[src/sv/lsss_pkg.sv]
// ----------------------------------------------------------------------------
// lsss_pkg
// Shared types and constants for the light seek servo stepper.
// ----------------------------------------------------------------------------
package lsss_pkg;

    localparam int TICKS_PER_STEP = 5;
    localparam int CNT_W          = 4;

    localparam int ANGLE_W   = 8;
    localparam int SAMPLE_W  = 10;
    localparam int SUM_W     = SAMPLE_W + 1;
    localparam int AMB_W     = 2;
    localparam int CFG_IDX_W = 2;

    // Register indexes on the configuration port
    localparam logic [CFG_IDX_W-1:0] REG_NEUTRAL = 2'd0;
    localparam logic [CFG_IDX_W-1:0] REG_MIN     = 2'd1;
    localparam logic [CFG_IDX_W-1:0] REG_MAX     = 2'd2;

    localparam logic [ANGLE_W-1:0] NEUTRAL_RESET = 8'd90;
    localparam logic [ANGLE_W-1:0] MIN_RESET     = 8'd0;
    localparam logic [ANGLE_W-1:0] MAX_RESET     = 8'd180;

    // Step thresholds on the sample difference
    localparam logic [SAMPLE_W-1:0] DIFF_LARGE   = 10'd200;
    localparam logic [SAMPLE_W-1:0] DIFF_MEDIUM  = 10'd100;
    localparam logic [SAMPLE_W-1:0] DIFF_BALANCE = 10'd2;

    localparam logic [3:0] STEP_LARGE  = 4'd10;
    localparam logic [3:0] STEP_MEDIUM = 4'd5;
    localparam logic [3:0] STEP_SMALL  = 4'd1;

    // Ambient class bounds on the sample sum
    localparam logic [SUM_W-1:0] AMB_VBRIGHT_LT = 11'd500;
    localparam logic [SUM_W-1:0] AMB_BRIGHT_LT  = 11'd1500;
    localparam logic [SUM_W-1:0] AMB_DIM_LE     = 11'd2000;

    localparam logic [AMB_W-1:0] AMB_VERY_BRIGHT = 2'd0;
    localparam logic [AMB_W-1:0] AMB_BRIGHT      = 2'd1;
    localparam logic [AMB_W-1:0] AMB_DIM         = 2'd2;
    localparam logic [AMB_W-1:0] AMB_DARK        = 2'd3;

    localparam logic CMD_TICK  = 1'b0;
    localparam logic CMD_START = 1'b1;

    typedef struct packed {
        logic [ANGLE_W-1:0] neutral_angle;
        logic [ANGLE_W-1:0] min_angle;
        logic [ANGLE_W-1:0] max_angle;
    } t_cfg;

    typedef struct packed {
        logic                search_active;
        logic [CNT_W-1:0]    tick_count;
        logic [SAMPLE_W-1:0] left_latched;
        logic [SAMPLE_W-1:0] right_latched;
        logic [ANGLE_W-1:0]  head_angle;
    } t_state;

    typedef struct packed {
        logic               servo_valid;
        logic [ANGLE_W-1:0] servo_angle;
        logic               found;
        logic [AMB_W-1:0]   ambient_class;
    } t_result;

endpackage

[src/sv/lsss_regs.sv]
// ----------------------------------------------------------------------------
// lsss_regs
// Configuration register file: neutral, minimum and maximum head angle.
// ----------------------------------------------------------------------------
module lsss_regs
    import lsss_pkg::*;
(
    input  logic                 i_clk,
    input  logic                 i_rst_n,
    input  logic                 i_wr_en,
    input  logic [CFG_IDX_W-1:0] i_wr_idx,
    input  logic [ANGLE_W-1:0]   i_wr_data,
    output t_cfg                 o_cfg
);

    t_cfg r_cfg;

    always_ff @(posedge i_clk) begin
        if (!i_rst_n) begin
            r_cfg.neutral_angle <= NEUTRAL_RESET;
            r_cfg.min_angle     <= MIN_RESET;
            r_cfg.max_angle     <= MAX_RESET;
        end else if (i_wr_en) begin
            // drop writes to unused indexes
            unique case (i_wr_idx)
                REG_NEUTRAL: r_cfg.neutral_angle <= i_wr_data;
                REG_MIN:     r_cfg.min_angle     <= i_wr_data;
                REG_MAX:     r_cfg.max_angle     <= i_wr_data;
                default: ;
            endcase
        end
    end

    assign o_cfg = r_cfg;

endmodule

[src/sv/lsss_step.sv]
// ----------------------------------------------------------------------------
// lsss_step
// Single-pass step logic: next search state and result for one request.
// ----------------------------------------------------------------------------
module lsss_step
    import lsss_pkg::*;
(
    input  t_cfg                i_cfg,
    input  t_state              i_state,
    input  logic                i_cmd,
    input  logic [SAMPLE_W-1:0] i_left,
    input  logic [SAMPLE_W-1:0] i_right,
    output t_state              o_state,
    output logic                o_res_valid,
    output t_result             o_res
);

    logic [CNT_W-1:0]    cnt_inc;
    logic [SUM_W-1:0]    sum;
    logic                toward_left;
    logic [SAMPLE_W-1:0] diff;
    logic [3:0]          step;
    logic                balanced;
    logic signed [ANGLE_W+1:0] angle;
    logic signed [ANGLE_W+1:0] head_s;
    logic signed [ANGLE_W+1:0] step_s;
    logic                in_range;
    logic [ANGLE_W-1:0]  angle_sat;
    logic [AMB_W-1:0]    amb;

    assign cnt_inc     = i_state.tick_count + CNT_W'(1);
    assign sum         = SUM_W'(i_state.left_latched) + SUM_W'(i_state.right_latched);
    assign toward_left = i_state.left_latched < i_state.right_latched;
    assign diff        = toward_left ? (i_state.right_latched - i_state.left_latched)
                                     : (i_state.left_latched - i_state.right_latched);
    assign balanced    = diff < DIFF_BALANCE;

    always_comb begin
        priority if (diff > DIFF_LARGE)  step = STEP_LARGE;
        else if (diff > DIFF_MEDIUM)     step = STEP_MEDIUM;
        else                             step = STEP_SMALL;
    end

    always_comb begin
        priority if (sum < AMB_VBRIGHT_LT) amb = AMB_VERY_BRIGHT;
        else if (sum < AMB_BRIGHT_LT)      amb = AMB_BRIGHT;
        else if (sum <= AMB_DIM_LE)        amb = AMB_DIM;
        else                               amb = AMB_DARK;
    end

    // full-range angle, no 8-bit wrap
    assign head_s = $signed({2'b00, i_state.head_angle});
    assign step_s = $signed({{(ANGLE_W-2){1'b0}}, step});
    assign angle  = toward_left ? (head_s - step_s) : (head_s + step_s);

    assign in_range = (angle <= $signed({2'b00, i_cfg.max_angle}))
                   && (angle >= $signed({2'b00, i_cfg.min_angle}));

    always_comb begin
        priority if (angle < 0)                      angle_sat = '0;
        else if (angle > $signed(10'sd255))          angle_sat = '1;
        else                                         angle_sat = angle[ANGLE_W-1:0];
    end

    always_comb begin
        o_state     = i_state;
        o_res_valid = 1'b0;
        o_res       = '0;
        if (i_cmd == CMD_START) begin
            o_state.search_active = 1'b1;
            o_state.tick_count    = '0;
            o_state.left_latched  = '0;
            o_state.right_latched = '0;
            o_state.head_angle    = i_cfg.neutral_angle;
            o_res_valid           = 1'b1;
            o_res.servo_valid     = 1'b1;
            o_res.servo_angle     = i_cfg.neutral_angle;
        end else if (i_state.search_active) begin
            if (cnt_inc != CNT_W'(TICKS_PER_STEP)) begin
                // latch samples, no result
                o_state.tick_count    = cnt_inc;
                o_state.left_latched  = i_left;
                o_state.right_latched = i_right;
            end else begin
                o_state.tick_count    = '0;
                o_state.head_angle    = angle_sat;
                o_state.search_active = !(balanced || !in_range);
                o_res_valid           = 1'b1;
                o_res.servo_valid     = in_range;
                o_res.servo_angle     = in_range ? angle_sat : '0;
                o_res.found           = balanced || !in_range;
                o_res.ambient_class   = amb;
            end
        end
    end

endmodule

[src/sv/light_seek_servo_stepper.sv]
// ----------------------------------------------------------------------------
// light_seek_servo_stepper
// Steers a head servo toward the brighter of two light sensors in steps.
// ----------------------------------------------------------------------------
//
//  Channel   Direction  Handshake              Content
//  s_axis    in         tvalid / tready        tuser: cmd; tdata: left, right
//  m_axis    out        tvalid / tready        tuser: servo_valid, found;
//                                              tdata: servo_angle, ambient_class
//  cfg       in         valid / ready          idx 0 neutral, 1 min, 2 max
//
//  Flow: one request per cycle sustained while the result register is free
//  or drained. A request is held in the input register, then the step logic
//  updates the search state and, for a request that produces a result, loads
//  the result register, which drives tvalid.
//  Reset (synchronous, active low) clears the search, the tick counter, the
//  latched samples and loads the register defaults.
//  Stalls: when the result register is full and not taken, the input
//  register holds and tready drops once it is also full.
// ----------------------------------------------------------------------------
module light_seek_servo_stepper
    import lsss_pkg::*;
(
    input  logic                 i_clk,
    input  logic                 i_rst_n,

    input  logic                 i_s_axis_tvalid,
    output logic                 o_s_axis_tready,
    input  logic [23:0]          i_s_axis_tdata,   // [9:0] left_sample, [19:10] right_sample
    input  logic                 i_s_axis_tuser,   // [0] cmd

    output logic                 o_m_axis_tvalid,
    input  logic                 i_m_axis_tready,
    output logic [15:0]          o_m_axis_tdata,   // [7:0] servo_angle, [9:8] ambient_class
    output logic [1:0]           o_m_axis_tuser,   // [0] servo_valid, [1] found

    input  logic                 i_cfg_valid,
    output logic                 o_cfg_ready,
    input  logic [CFG_IDX_W-1:0] i_cfg_addr,
    input  logic [ANGLE_W-1:0]   i_cfg_data
);

    t_cfg    cfg;

    // input register
    logic                r_in_valid;
    logic                r_cmd;
    logic [SAMPLE_W-1:0] r_left;
    logic [SAMPLE_W-1:0] r_right;

    // search state
    t_state  r_state;
    t_state  n_state;

    // result register
    logic    r_out_valid;
    t_result r_out;
    t_result n_out;
    logic    n_out_valid;

    logic    advance;
    logic    in_take;

    assign o_cfg_ready = 1'b1;

    lsss_regs u_regs (
        .i_clk     (i_clk),
        .i_rst_n   (i_rst_n),
        .i_wr_en   (i_cfg_valid),
        .i_wr_idx  (i_cfg_addr),
        .i_wr_data (i_cfg_data),
        .o_cfg     (cfg)
    );

    lsss_step u_step (
        .i_cfg       (cfg),
        .i_state     (r_state),
        .i_cmd       (r_cmd),
        .i_left      (r_left),
        .i_right     (r_right),
        .o_state     (n_state),
        .o_res_valid (n_out_valid),
        .o_res       (n_out)
    );

    // Advance the held request when the result register is free or drained
    assign advance         = r_in_valid && (!r_out_valid || i_m_axis_tready);
    assign o_s_axis_tready = !r_in_valid || advance;
    assign in_take         = i_s_axis_tvalid && o_s_axis_tready;

    always_ff @(posedge i_clk) begin
        if (!i_rst_n) begin
            r_in_valid <= 1'b0;
        end else if (in_take) begin
            r_in_valid <= 1'b1;
        end else if (advance) begin
            r_in_valid <= 1'b0;
        end
    end

    always_ff @(posedge i_clk) begin
        if (in_take) begin
            r_cmd   <= i_s_axis_tuser;
            r_left  <= i_s_axis_tdata[SAMPLE_W-1:0];
            r_right <= i_s_axis_tdata[2*SAMPLE_W-1:SAMPLE_W];
        end
    end

    // Search state commits when the request advances
    always_ff @(posedge i_clk) begin
        if (!i_rst_n) begin
            r_state.search_active <= 1'b0;
            r_state.tick_count    <= '0;
            r_state.left_latched  <= '0;
            r_state.right_latched <= '0;
            r_state.head_angle    <= NEUTRAL_RESET;
        end else if (advance) begin
            r_state <= n_state;
        end
    end

    // Result register: load on a producing advance, clear when taken
    always_ff @(posedge i_clk) begin
        if (!i_rst_n) begin
            r_out_valid <= 1'b0;
        end else if (advance) begin
            r_out_valid <= n_out_valid;
        end else if (i_m_axis_tready) begin
            r_out_valid <= 1'b0;
        end
    end

    always_ff @(posedge i_clk) begin
        if (advance && n_out_valid) begin
            r_out <= n_out;
        end
    end

    assign o_m_axis_tvalid = r_out_valid;
    assign o_m_axis_tdata  = {6'd0, r_out.ambient_class, r_out.servo_angle};
    assign o_m_axis_tuser  = {r_out.found, r_out.servo_valid};

endmodule

[config.mk]
export PLATFORM = sky130hd
export DESIGN_NAME = light_seek_servo_stepper
export DESIGN_NICKNAME = d
export VERILOG_FILES = /design/src/sv/lsss_pkg.sv /design/src/sv/lsss_regs.sv /design/src/sv/lsss_step.sv /design/src/sv/light_seek_servo_stepper.sv
export SDC_FILE = /design/constraint.sdc
export NUM_CORES = 1
export LEC_CHECK = 0
export BUFFER_PORTS_ARGS = -buffer_cell sky130_fd_sc_hd__buf_2
export CORE_MARGIN = 1
export CORE_UTILIZATION = 60
export DETAILED_ROUTE_END_ITERATION = 12
export PLACE_DENSITY = 0.79
export SLEW_MARGIN = 30
export SYNTH_ARGS = -nofsm -noshare
export SYNTH_HDL_FRONTEND = slang
export SYNTH_SLANG_ARGS = --single-unit
[constraint.sdc]
create_clock -name i_clk -period 7.25 [get_ports i_clk]
set_input_delay 2.175 -clock i_clk [delete_from_list [all_inputs] [get_ports i_clk]]
set_output_delay 2.175 -clock i_clk [all_outputs]
set_load 0.01 [all_outputs]
==> summary.md, run 1 <==
| Metric | Value |
|---|---|
| RSZ-0062 raised after global routing | `false` |
| Remaining global-route overflow | `0` |
| CTS root buf | `clkbuf_8` |
| Slew at the pin with the worst max-slew slack | `0.976 ns` |
| Bufs and invs on worst path | `3` |
| Worst Skew | `0.0132 ns` |
| Drt drc | `0` |
| Layout cells sized above 1 | `13.7%` |
| Mapped Area | `0.00605 mm2` |
| Die ar. | `0.0105 mm2` |
| Most frequent cell after synthesis | `inv_1` |
| Core Area | `0.00977 mm2` |
| Crit path launch | `r_state[15]$_SDFFE_PN0P_` |
| Fill cells | `769` |
| Switching Fraction | `32.6%` |
| CP Class | `flip-flop to flip-flop` |
| Top cell type by total area after synthesis | `dfxtp_1` |
| Status | `finished clean` |
| Top-area cell type share of the netlist area | `19.5%` |
| Nets | `824` |
| Post-synth top flop | `dfxtp_1` |
| Reg clk slew, reported paths | `0.09 ns` |
| Clock sinks | `92` |
| Maximum VDD drop | `0.000181 V` |
| Vias post-DR | `5,216` |
| Final Cycle Share | `95.5%` |
| Post-layout min period | `6.92 ns` |
| Final WL | `14,100 um` |
| CP Max Fanout | `13` |
| Met2 Use GR | `43.0%` |
| Post-synth EDFFs | `33` |
| CTS buffer count | `9` |
| Largest delay share family, worst path | `compound AO/OA/AOI/OAI gates` |
| Pint | `1.04 mW` |
| Hold crit path type | `flip-flop to flip-flop` |
| Gr busiest metal | `met2` |
| Count of yosys warnings during synthesis | `0` |
| Asr flop ratio synth | `0%` |
| Seq cells post-synth | `92` |
| Syn Area/Cell | `8.89 um2` |
| Final Hold Viols | `0` |
| CP most frequent cell | `ha_1` |
| Die width | `102 um` |
| Hold path startpoint | `u_regs.o_cfg[19]$_SDFFE_PN1P_` |
| Cells taking the most area after synthesis | `dfxtp_1 20%, edfxtp_1 16%, ha_1 11%, a21oi_1 3.8%, inv_1 3.8%` |
| Worst path max stage delay | `0.53 ns` |
| Layout overhead on the synthesized area | `10.2%` |
| Critical Path AT | `7.09 ns` |
| Max-Cap Viols | `0` |
| Slew Viols, Final | `0` |
| Synth cell count leaders | `61 x inv_1, 59 x dfxtp_1, 58 x nor2_1` |
| GPL Wtd Cong | `0.891` |
| Average wire per standard cell | `16.3 um` |
| Routing usage on met1 | `39.0%` |
| Port Buffers | `49` |
| Final core occ | `68.2%` |
| DR pass1 iterations | `5` |
| Register area share after synthesis | `35.9%` |
| Combinational Power Share | `34.3%` |
| Net Switching | `502 uW` |
| Vias in the first global route | `4,757` |
| Req. time, crit path | `7.42 ns` |
| Worst-skew pair later-pin latency | `0.37 ns` |
| Clock network power share | `28.8%` |
| Row count | `36` |
| Tot GR Track Use | `28.0%` |
| Initial antenna violation count | `0` |
| Slowest-stage cell, CP | `ha_1` |
| Cell count after synthesis | `681` |
| M3 GR Usage | `4.65%` |
| Top-Level Pins | `61` |
| Largest net degree at the start of global routing | `27` |
| Setup violations, final | `0` |
| Netlist cell types | `77` |
| CTS tree | `yes` |
| Starting Density | `61.9%` |
| FF-to-FF Start | `r_state[15]$_SDFFE_PN0P_` |
| Htree depth | `3` |
| Setup TNS | `0 ns` |
| ANT cells | `0` |
| Iter 0 DRT Violations | `324` |
| Relative slew slack | `34.7%` |
| Seq pwr share | `37.0%` |
| Pwr Density | `231 mW/mm2` |
| Static leakage | `2.85 nW` |
| Fmax | `0.144 GHz` |
| CP endpoint kind | `flip-flop` |
| Die Ht | `102 um` |
| First-pass GRT wire length | `22,700 um` |
| Routed vias/inst | `6.05` |
| HPWL after DPL | `10,400 um` |
| CP Launch Type | `flip-flop` |
| Max clock buf depth | `2` |
| Final ANT Viol Nets | `0` |
==> power groups by stage <==
| stage | registers (mW) | logic [mW] | clock network [mW] |
|---|---|---|---|
| final | 0.570 | 0.527 | 0.443 |
| after CTS | 0.569 | 0.492 | 0.447 |
| after floorplan | 0.577 | 0.361 | 0 |
| after global placement | 0.580 | 0.464 | 0 |
| after global routing | 0.573 | 0.576 | 0.462 |
| after detailed placement | 0.581 | 0.486 | 0 |
==> layer usage <==
| layer | up-vias | share of wire, % |
|---|---|---|
| li1 | 2497 | - |
| met3 | 31 | 6.6 |
| met1 | 2457 | 45 |
| met5 | - | 0 |
| met4 | 0 | 2.6 |
| met2 | 231 | 45 |
==> metrics by stage <==
step	cell area (um2)	setup WS [ns]	hold WS, ns	total power, mW	std cells
after CTS	6620	0.229	0.490	1.51	858
after detailed placement	6360	0.264	0.465	1.07	842
final	6670	0.325	0.484	1.54	862
after global placement	6360	0.435	0.460	1.04	842
after floorplan	6070	1.36	0.441	0.938	686
after global routing	6670	0.0387	0.526	1.61	862
==> state kept, by name, indices dropped and copies added, names as in the netlist <==
name	cells
r_right	10
r_left	10
o_m_axis_tuser	2
o_m_axis_tvalid	1
r_state	33
r_cmd	1
u_regs.o_cfg	24
o_m_axis_tdata	10
r_in_valid	1
==> path summary, 6_finish.rpt <==
check	cells past startpoint	endpoint	slack, ns
min	2	u_regs.o_cfg[19]$_SDFFE_PN1P_	0.48
max	26	o_m_axis_tdata[6]$_DFFE_PP_	0.33
min reg2reg	2	u_regs.o_cfg[19]$_SDFFE_PN1P_	0.48
max reg2reg	26	o_m_axis_tdata[6]$_DFFE_PP_	0.33
==> worst min-delay path, cell delays in order, from the launching register on <==
cell and delay (ns):
dfxtp_1 0.34, mux2i_1 0.07, nand2_1 0.05
==> cell usage in the layout, fill, tap and decap left out, types with 3 or more instances in the layout <==
cell type	count
and3_1	7
o22ai_1	3
o31ai_1	7
a21oi_1	46
or2_2	4
nand3b_1	4
dfxtp_1	59
nand2_1	51
nand4_1	8
clkbuf_8	9
bufinv_16	4
fa_1	5
conb_1	7
nand3_1	16
nand3_2	4
xor2_1	7
nor3_1	15
a211oi_1	4
edfxtp_1	33
ha_1	55
inv_1	61
buf_2	49
buf_4	11
nor2_1	58
nor2b_1	5
a22oi_1	14
a2bb2oi_1	3
nand2b_1	6
o31a_1	3
a31oi_1	9
or4_1	3
o21bai_1	6
mux2i_1	22
o21ai_0	39
o211ai_1	3
a221oi_1	3
a21o_1	10
xnor2_1	12
and2_1	10
==> cell type report <==
cell class | instances | area, um2 | area share, %
Tap cell | 133 | 166 | 2.49
Multi-Input combinational cell | 499 | 3510 | 52.6
Clock inverter | 7 | 138 | 2.06
Timing Repair Buffer | 60 | 328 | 4.91
Sequential cell | 92 | 2170 | 32.6
Clock buffer | 9 | 124 | 1.86
Inverter | 62 | 233 | 3.49
==> kinds of logic (layout without fill, tap and decap cells) <==
family | after synthesis | after routing | synth area share, %
compound gates | 179 | 179 | 19.7
xor+xnor | 20 | 20 | 2.89
fa+ha+maj | 60 | 60 | 13.0
flops | 92 | 92 | 35.9
simple gates | 210 | 210 | 17.7
buf+inv | 95 | 138 | 6.78
other cells | 2 | 7 | 0.124
mux | 23 | 23 | 3.83
==> what timing repair did <==
item                                    4_1_cts  5_1_grt
endpoints found under the setup margin        0       10
buffers inserted                              0        4
hold buffers                                  0        0
resized for setup                             0        4
(Power assumes the default switching activity.)
==> inputs of run 2 (changes only) <==
==> constraint.sdc (replaced) <==
create_clock -name i_clk -period 7.25 [get_ports i_clk]
set_input_delay 0.725 -clock i_clk [delete_from_list [all_inputs] [get_ports i_clk]]
set_output_delay 0.725 -clock i_clk [all_outputs]
set_load 0.01 [all_outputs]
==> run 2 against run 1 <==
Against the previous run: final area decreased by 0.94%; first-iteration DRC count increased by 1.5%; die area is the same; sequential share of layout area up 0.31 points; non-clock buffer count is 2 lower; power down 5.9%; routed wire length down 2.1%; global-route usage down 0.42 points; largest power group unchanged.
==> summary.md, run 2 (synthesis gave the netlist of run 1 again) <==
| Metric | Value |
|---|---|
| Static leakage | `2.81 nW (-1.3%)` |
| Setup violations, final | `0 (unchanged)` |
| Seq pwr share | `39.3% (+2.3 points)` |
| ANT cells | `0 (unchanged)` |
| Maximum VDD drop | `0.000209 V (+15%)` |
| Remaining global-route overflow | `0 (unchanged)` |
| Slew Viols, Final | `0 (unchanged)` |
| Largest net degree at the start of global routing | `27 (unchanged)` |
| Starting Density | `61.9% (unchanged)` |
| CTS root buf | `clkbuf_8` |
| Max-Cap Viols | `0 (unchanged)` |
| Hold crit path type | `flip-flop to flip-flop` |
| Core Area | `0.00977 mm2 (unchanged)` |
| CP Max Fanout | `13 (unchanged)` |
| Reg clk slew, reported paths | `0.08 ns (about the same)` |
| Final WL | `13,800 um (-2.1%)` |
| CTS buffer count | `9 (unchanged)` |
| Iter 0 DRT Violations | `329 (+1.5%)` |
| Clock network power share | `25.2% (-3.6 points)` |
| Hold slack | `0.492 ns (+0.00750 ns)` |
| Fin area | `0.00661 mm2 (-0.94%)` |
| Max clock buf depth | `2 (unchanged)` |
| Routed vias/inst | `5.98 (-1.2%)` |
| Commonest non-fill, non-tap cells in the layout | `61 x inv_1, 59 x dfxtp_1, 57 x nor2_1` |
| First-pass GRT wire length | `22,200 um (-1.9%)` |
| Drt drc | `0 (unchanged)` |
| Clock sinks | `92 (unchanged)` |
| Worst-skew pair later-pin latency | `0.36 ns (about the same)` |
| Net Switching | `487 uW (-2.9%)` |
| Pwr Density | `219 mW/mm2 (-5.0%)` |
| Overall power | `1.45 mW (-5.9%)` |
| Combinational Power Share | `35.5% (+1.2 points)` |
| Pint | `962 uW (-7.3%)` |
| Tot GR Track Use | `27.6% (-0.42 points)` |
| Die Ht | `102 um (unchanged)` |
| Status | `finished clean` |
| DR pass1 iterations | `4 (-1)` |
| GPL Wtd Cong | `0.878 (-1.4%)` |
| Die width | `102 um (unchanged)` |
| Critical Path AT | `7.00 ns (-0.09 ns)` |
| Initial antenna violation count | `0 (unchanged)` |
| Relative slew slack | `39.0% (+4.3 points)` |
| CP Class | `flip-flop to flip-flop` |
| Fmax | `0.146 GHz (+1.4%)` |
| Port Buffers | `49 (unchanged)` |
| CP endpoint kind | `flip-flop` |
| Finished Layout Cells | `860 (-0.23%)` |
| Dpl ws | `0.278 ns (+0.0138 ns)` |
| Vias in the first global route | `4,696 (-1.3%)` |
| Req. time, crit path | `7.43 ns (about the same)` |
| Slew at the pin with the worst max-slew slack | `0.912 ns (-0.0644 ns)` |
| Vias post-DR | `5,140 (-1.5%)` |
| Switching Fraction | `33.6% (+1.0 points)` |
| CP Launch Type | `flip-flop` |
| Layout cells sized above 1 | `13.3% (-0.37 points)` |
| Htree depth | `3 (unchanged)` |
| Setup TNS | `0 ns (unchanged)` |
| Final core occ | `67.6% (-0.64 points)` |
| Average wire per standard cell | `16.0 um (-1.8%)` |
| Final Hold Viols | `0 (unchanged)` |
| Post-layout min period | `6.83 ns (-0.0985 ns)` |
| DP Cell Count | `842 (unchanged)` |
| CTS tree | `yes` |
| Cell Area, Placed | `0.00636 mm2 (unchanged)` |
| Worst Skew | `0.0126 ns (-0.000548 ns)` |
| Nets | `822 (-0.24%)` |
| Largest register FFs | `33 (unchanged)` |
| Layout overhead on the synthesized area | `9.20%` |
| Top-Level Pins | `61 (unchanged)` |
| Final Cycle Share | `94.2% (-1.4 points)` |
| Final WS setup | `0.424 ns (+0.0985 ns)` |
| HPWL after DPL | `10,400 um (-0.17%)` |
| Commonest non-fill, non-tap cell in the layout | `inv_1` |
| Final ANT Viol Nets | `0 (unchanged)` |
| Row count | `36 (unchanged)` |
| Die ar. | `0.0105 mm2 (unchanged)` |
| Top reg by flops | `r_state` |
[run 2: worst max-delay path, cell delays in order, from the launching register on]
cell and delay, ns:
dfxtp_1 0.41, inv_1 0.06, ha_1 0.53, nand3_2 0.18, and3_4 0.24, or2_1 0.39
or3_4 0.44, a311oi_2 0.23, xnor2_1 0.25, a41oi_2 0.29, buf_4 0.21, ha_1 0.28
nor2b_1 0.11, o21ai_0 0.11, a211oi_1 0.34, nor3_1 0.12, or2_2 0.36, ha_1 0.31
a21o_1 0.16, a21oi_1 0.14, nor2b_1 0.06, o31ai_1 0.27, a21oi_1 0.15, a2111oi_2 0.43
nand3_2 0.24, o21ai_0 0.30
[run 2: cell type report]
cell class	instances	area, um2
Timing Repair Buffer	58	313
Clock inverter	5	77.6
Clock buffer	11	131
Inverter	62	233
Fill cell	795	3170
Sequential cell	92	2170
Tap cell	133	166
Multi-Input combinational cell	499	3510
[run 2: final timing paths]
kind	depth (start not counted)	start	to	slack [ns]
min reg2reg	2	r_state[27]$_SDFFE_PN0P_	r_state[27]$_SDFFE_PN0P_	0.49
min	2	r_state[27]$_SDFFE_PN0P_	r_state[27]$_SDFFE_PN0P_	0.49
max	25	r_state[15]$_SDFFE_PN0P_	o_m_axis_tdata[7]$_DFFE_PP_	0.42
max reg2reg	25	r_state[15]$_SDFFE_PN0P_	o_m_axis_tdata[7]$_DFFE_PP_	0.42
[run 2: routing by layer]
layer | vias up | GRT usage, % | part of all wire (%) | wire length, um
li1 | 2503 | - | - | -
met1 | 2413 | 39.0 | 47 | 6530
met2 | 205 | 42.6 | 45 | 6180
met3 | 19 | 4.17 | 5.9 | 816
met4 | 0 | 10.3 | 1.9 | 260
met5 | - | 0 | 0 | 0
[run 2: power by group through the flow]
| stage | Sequential (mW) | Clock (mW) | Combinational [mW] |
|---|---|---|---|
| 2_1_floorplan | 0.577 | 0 | 0.361 |
| 3_3_place_gp | 0.580 | 0 | 0.463 |
| 3_5_place_dp | 0.581 | 0 | 0.486 |
| 4_1_cts | 0.569 | 0.369 | 0.490 |
| 5_1_grt | 0.572 | 0.392 | 0.572 |
| 6_report | 0.570 | 0.365 | 0.514 |
[run 2: repair_timing]
item,CTS,global route
hold buffers,0,0
gates resized for setup,0,6
buffers inserted,0,2
setup endpoints to repair,0,11
==> inputs of run 3 (changes only) <==
--- a/config.mk
+++ b/config.mk
@@ -7,9 +7,9 @@
 export LEC_CHECK = 0
 export BUFFER_PORTS_ARGS = -buffer_cell sky130_fd_sc_hd__buf_2
 export CORE_MARGIN = 1
-export CORE_UTILIZATION = 60
+export CORE_UTILIZATION = 50
 export DETAILED_ROUTE_END_ITERATION = 12
-export PLACE_DENSITY = 0.79
+export PLACE_DENSITY = 0.67
 export SLEW_MARGIN = 30
 export SYNTH_ARGS = -nofsm -noshare
 export SYNTH_HDL_FRONTEND = slang
==> run 3 against run 2 <==
Against the previous run: the flow now finishes with violations (DRC); highest routed layer unchanged; maximum frequency grew 0.55%; routed wire length grew 3.2%; clock power grew 28%; largest power group unchanged; global-route usage shrank 4.1 points; critical path depth is the same; combinational power shrank 2%; first-iteration DRC count shrank 12%; die area grew 20%.
==> summary.md, run 3 (synthesis gave the netlist of run 1 again) <==
| Metric | Value |
|---|---|
| Clock sinks | `92 (unchanged)` |
| CP Max Fanout | `9 (-4)` |
| Combinational Power Share | `32.8% (-2.7 points)` |
| Final WL | `14,200 um (+3.2%)` |
| Worst-skew pair later-pin latency | `0.34 ns (-0.02 ns)` |
| Commonest non-fill, non-tap cell in the layout | `inv_1` |
| Maximum VDD drop | `0.000159 V (-24%)` |
| Row count | `39 (+8.3%)` |
| Average wire per standard cell | `16.3 um (+2.0%)` |
| CP Class | `flip-flop to flip-flop` |
| Slew Viols, Final | `0 (unchanged)` |
| Largest register FFs | `33 (unchanged)` |
| Fill cells | `1,013 (+27%)` |
| Pint | `1.04 mW (+7.7%)` |
| Hold crit path type | `flip-flop to flip-flop` |
| Net Switching | `510 uW (+4.6%)` |
| Final core occ | `57.7% (-9.9 points)` |
| Clock network power share | `30.4% (+5.2 points)` |
| CP endpoint kind | `flip-flop` |
| Switching Fraction | `33.0% (-0.63 points)` |
| Vias in the first global route | `4,782 (+1.8%)` |
| Core Area | `0.0116 mm2 (+19%)` |
| Largest net degree at the start of global routing | `43 (+59%)` |
| Vias post-DR | `5,039 (-2.0%)` |
| Slew at the pin with the worst max-slew slack | `0.865 ns (-0.0466 ns)` |
| Post-layout min period | `6.79 ns (-0.0374 ns)` |
| Critical Path AT | `6.95 ns (-0.05 ns)` |
| Top-Level Pins | `61 (unchanged)` |
| Status | `complete, but fails checks` |
| Final Hold Viols | `0 (unchanged)` |
| Hold_buf cts | `0 (unchanged)` |
| Req. time, crit path | `7.41 ns (-0.02 ns)` |
| Relative slew slack | `42.1% (+3.1 points)` |
| CTS root buf | `clkbuf_16` |
| CP Launch Type | `flip-flop` |
| Die width | `112 um (+9.4%)` |
| Setup TNS | `0 ns (unchanged)` |
| Initial antenna violation count | `0 (unchanged)` |
| RSZ-0062 raised after global routing | `false` |
| Max-Cap Viols | `0 (unchanged)` |
| Seq pwr share | `36.9% (-2.4 points)` |
| GPL Wtd Cong | `0.870 (-0.97%)` |
| Max clock buf depth | `2 (unchanged)` |
| Commonest non-fill, non-tap cells in the layout | `61 x inv_1, 59 x dfxtp_1, 57 x nor2_1` |
| Iter 0 DRT Violations | `289 (-12%)` |
| Routed vias/inst | `5.79 (-3.1%)` |
| Pwr Density | `231 mW/mm2 (+5.2%)` |
| Failing checks | `DRC` |
| CTS buffer count | `9 (unchanged)` |
| Die Ht | `112 um (+9.4%)` |
| Hold slack | `0.482 ns (-0.0104 ns)` |
| Final Cycle Share | `93.6% (-0.52 points)` |
| Layout overhead on the synthesized area | `10.7%` |
| Starting Density | `52.1% (-9.8 points)` |
| First-pass GRT wire length | `23,400 um (+5.3%)` |
| Remaining global-route overflow | `0 (unchanged)` |
| Nets | `822 (unchanged)` |
| Static leakage | `2.85 nW (+1.2%)` |
| Fmax | `0.147 GHz (+0.55%)` |
| Setup violations, final | `0 (unchanged)` |
| Reg clk slew, reported paths | `0.07 ns (about the same)` |
| Final ANT Viol Nets | `0 (unchanged)` |
| Drt drc | `1 (+1)` |
| HPWL after DPL | `10,700 um (+2.9%)` |
| Worst Skew | `0.00645 ns (-0.00618 ns)` |
| ANT cells | `0 (unchanged)` |
| CTS tree | `yes` |
| DR pass1 iterations | `9 (+5)` |
| Tot GR Track Use | `23.5% (-4.1 points)` |
| Htree depth | `3 (unchanged)` |
| Top reg by flops | `r_state` |
| Layout cells sized above 1 | `13.3% (unchanged)` |
| Port Buffers | `49 (unchanged)` |
| Die ar. | `0.0125 mm2 (+20%)` |
## run 3: area by class of cell
type | instances | area, um2 | area share, %
Multi-Input combinational cell | 499 | 3500 | 52.3
Inverter | 62 | 233 | 3.47
Tap cell | 143 | 179 | 2.67
Clock inverter | 7 | 72.6 | 1.08
Clock buffer | 9 | 225 | 3.36
Timing Repair Buffer | 58 | 313 | 4.67
Sequential cell | 92 | 2170 | 32.4
## run 3: per-layer routing
layer	vias to the layer above	GRT usage, %	routed length [um]	share of wire (%)
li1	2492	-	-	-
met1	2364	34.4	6960	49
met2	166	35.7	6250	44
met3	17	3.43	736	5.2
met4	0	7.38	276	1.9
met5	-	0	0	0
## run 3: timing repair
item	4_1_cts	5_1_grt
resized for setup	0	2
setup buffers	0	1
setup endpoints to repair	0	9
## run 3: stage by stage
step / setup slack [ns] / instance area, um2 / total power, mW / std cells
after floorplan: 1.36 / 6070 / 0.938 / 686
after global placement: 0.487 / 6380 / 1.06 / 853
after detailed placement: 0.377 / 6380 / 1.07 / 853
after CTS: 0.327 / 6680 / 1.54 / 869
after global routing: 0.0234 / 6700 / 1.64 / 870
final: 0.461 / 6700 / 1.55 / 870
## run 3: power groups by stage
stage | Combinational, mW | Sequential [mW] | Clock (mW)
finish | 0.506 | 0.570 | 0.469
global route | 0.565 | 0.572 | 0.499
CTS | 0.495 | 0.570 | 0.475
detailed placement | 0.485 | 0.581 | 0
global placement | 0.477 | 0.580 | 0
floorplan | 0.361 | 0.577 | 0
## run 3: path summary, 6_finish.rpt
path,depth (start not counted),from,slack (ns),end
hold reg to reg,2,u_regs.o_cfg[19]$_SDFFE_PN1P_,0.48,u_regs.o_cfg[19]$_SDFFE_PN1P_
setup / recovery,25,r_state[19]$_SDFFE_PN0P_,0.46,o_m_axis_tdata[7]$_DFFE_PP_
hold / removal,2,u_regs.o_cfg[19]$_SDFFE_PN1P_,0.48,u_regs.o_cfg[19]$_SDFFE_PN1P_
setup reg to reg,25,r_state[19]$_SDFFE_PN0P_,0.46,o_m_axis_tdata[7]$_DFFE_PP_
## run 3: worst max-delay path: stages (launching register included)
cell,delay [ns]
dfxtp_1,0.46
inv_1,0.16
fa_1,0.50
nor2b_2,0.18
o2111ai_2,0.23
nand3_2,0.28
nand2_1,0.28
and3_1,0.28
o311ai_0,0.39
a41oi_2,0.24
buf_4,0.22
ha_1,0.30
nor2b_1,0.12
o21ai_0,0.12
a211oi_1,0.33
nor3_1,0.11
or2_2,0.36
ha_1,0.32
a21o_1,0.17
a21oi_1,0.15
nor2b_1,0.06
o31ai_1,0.23
a21oi_1,0.12
a2111oi_2,0.44
nand3_2,0.26
o21ai_0,0.30
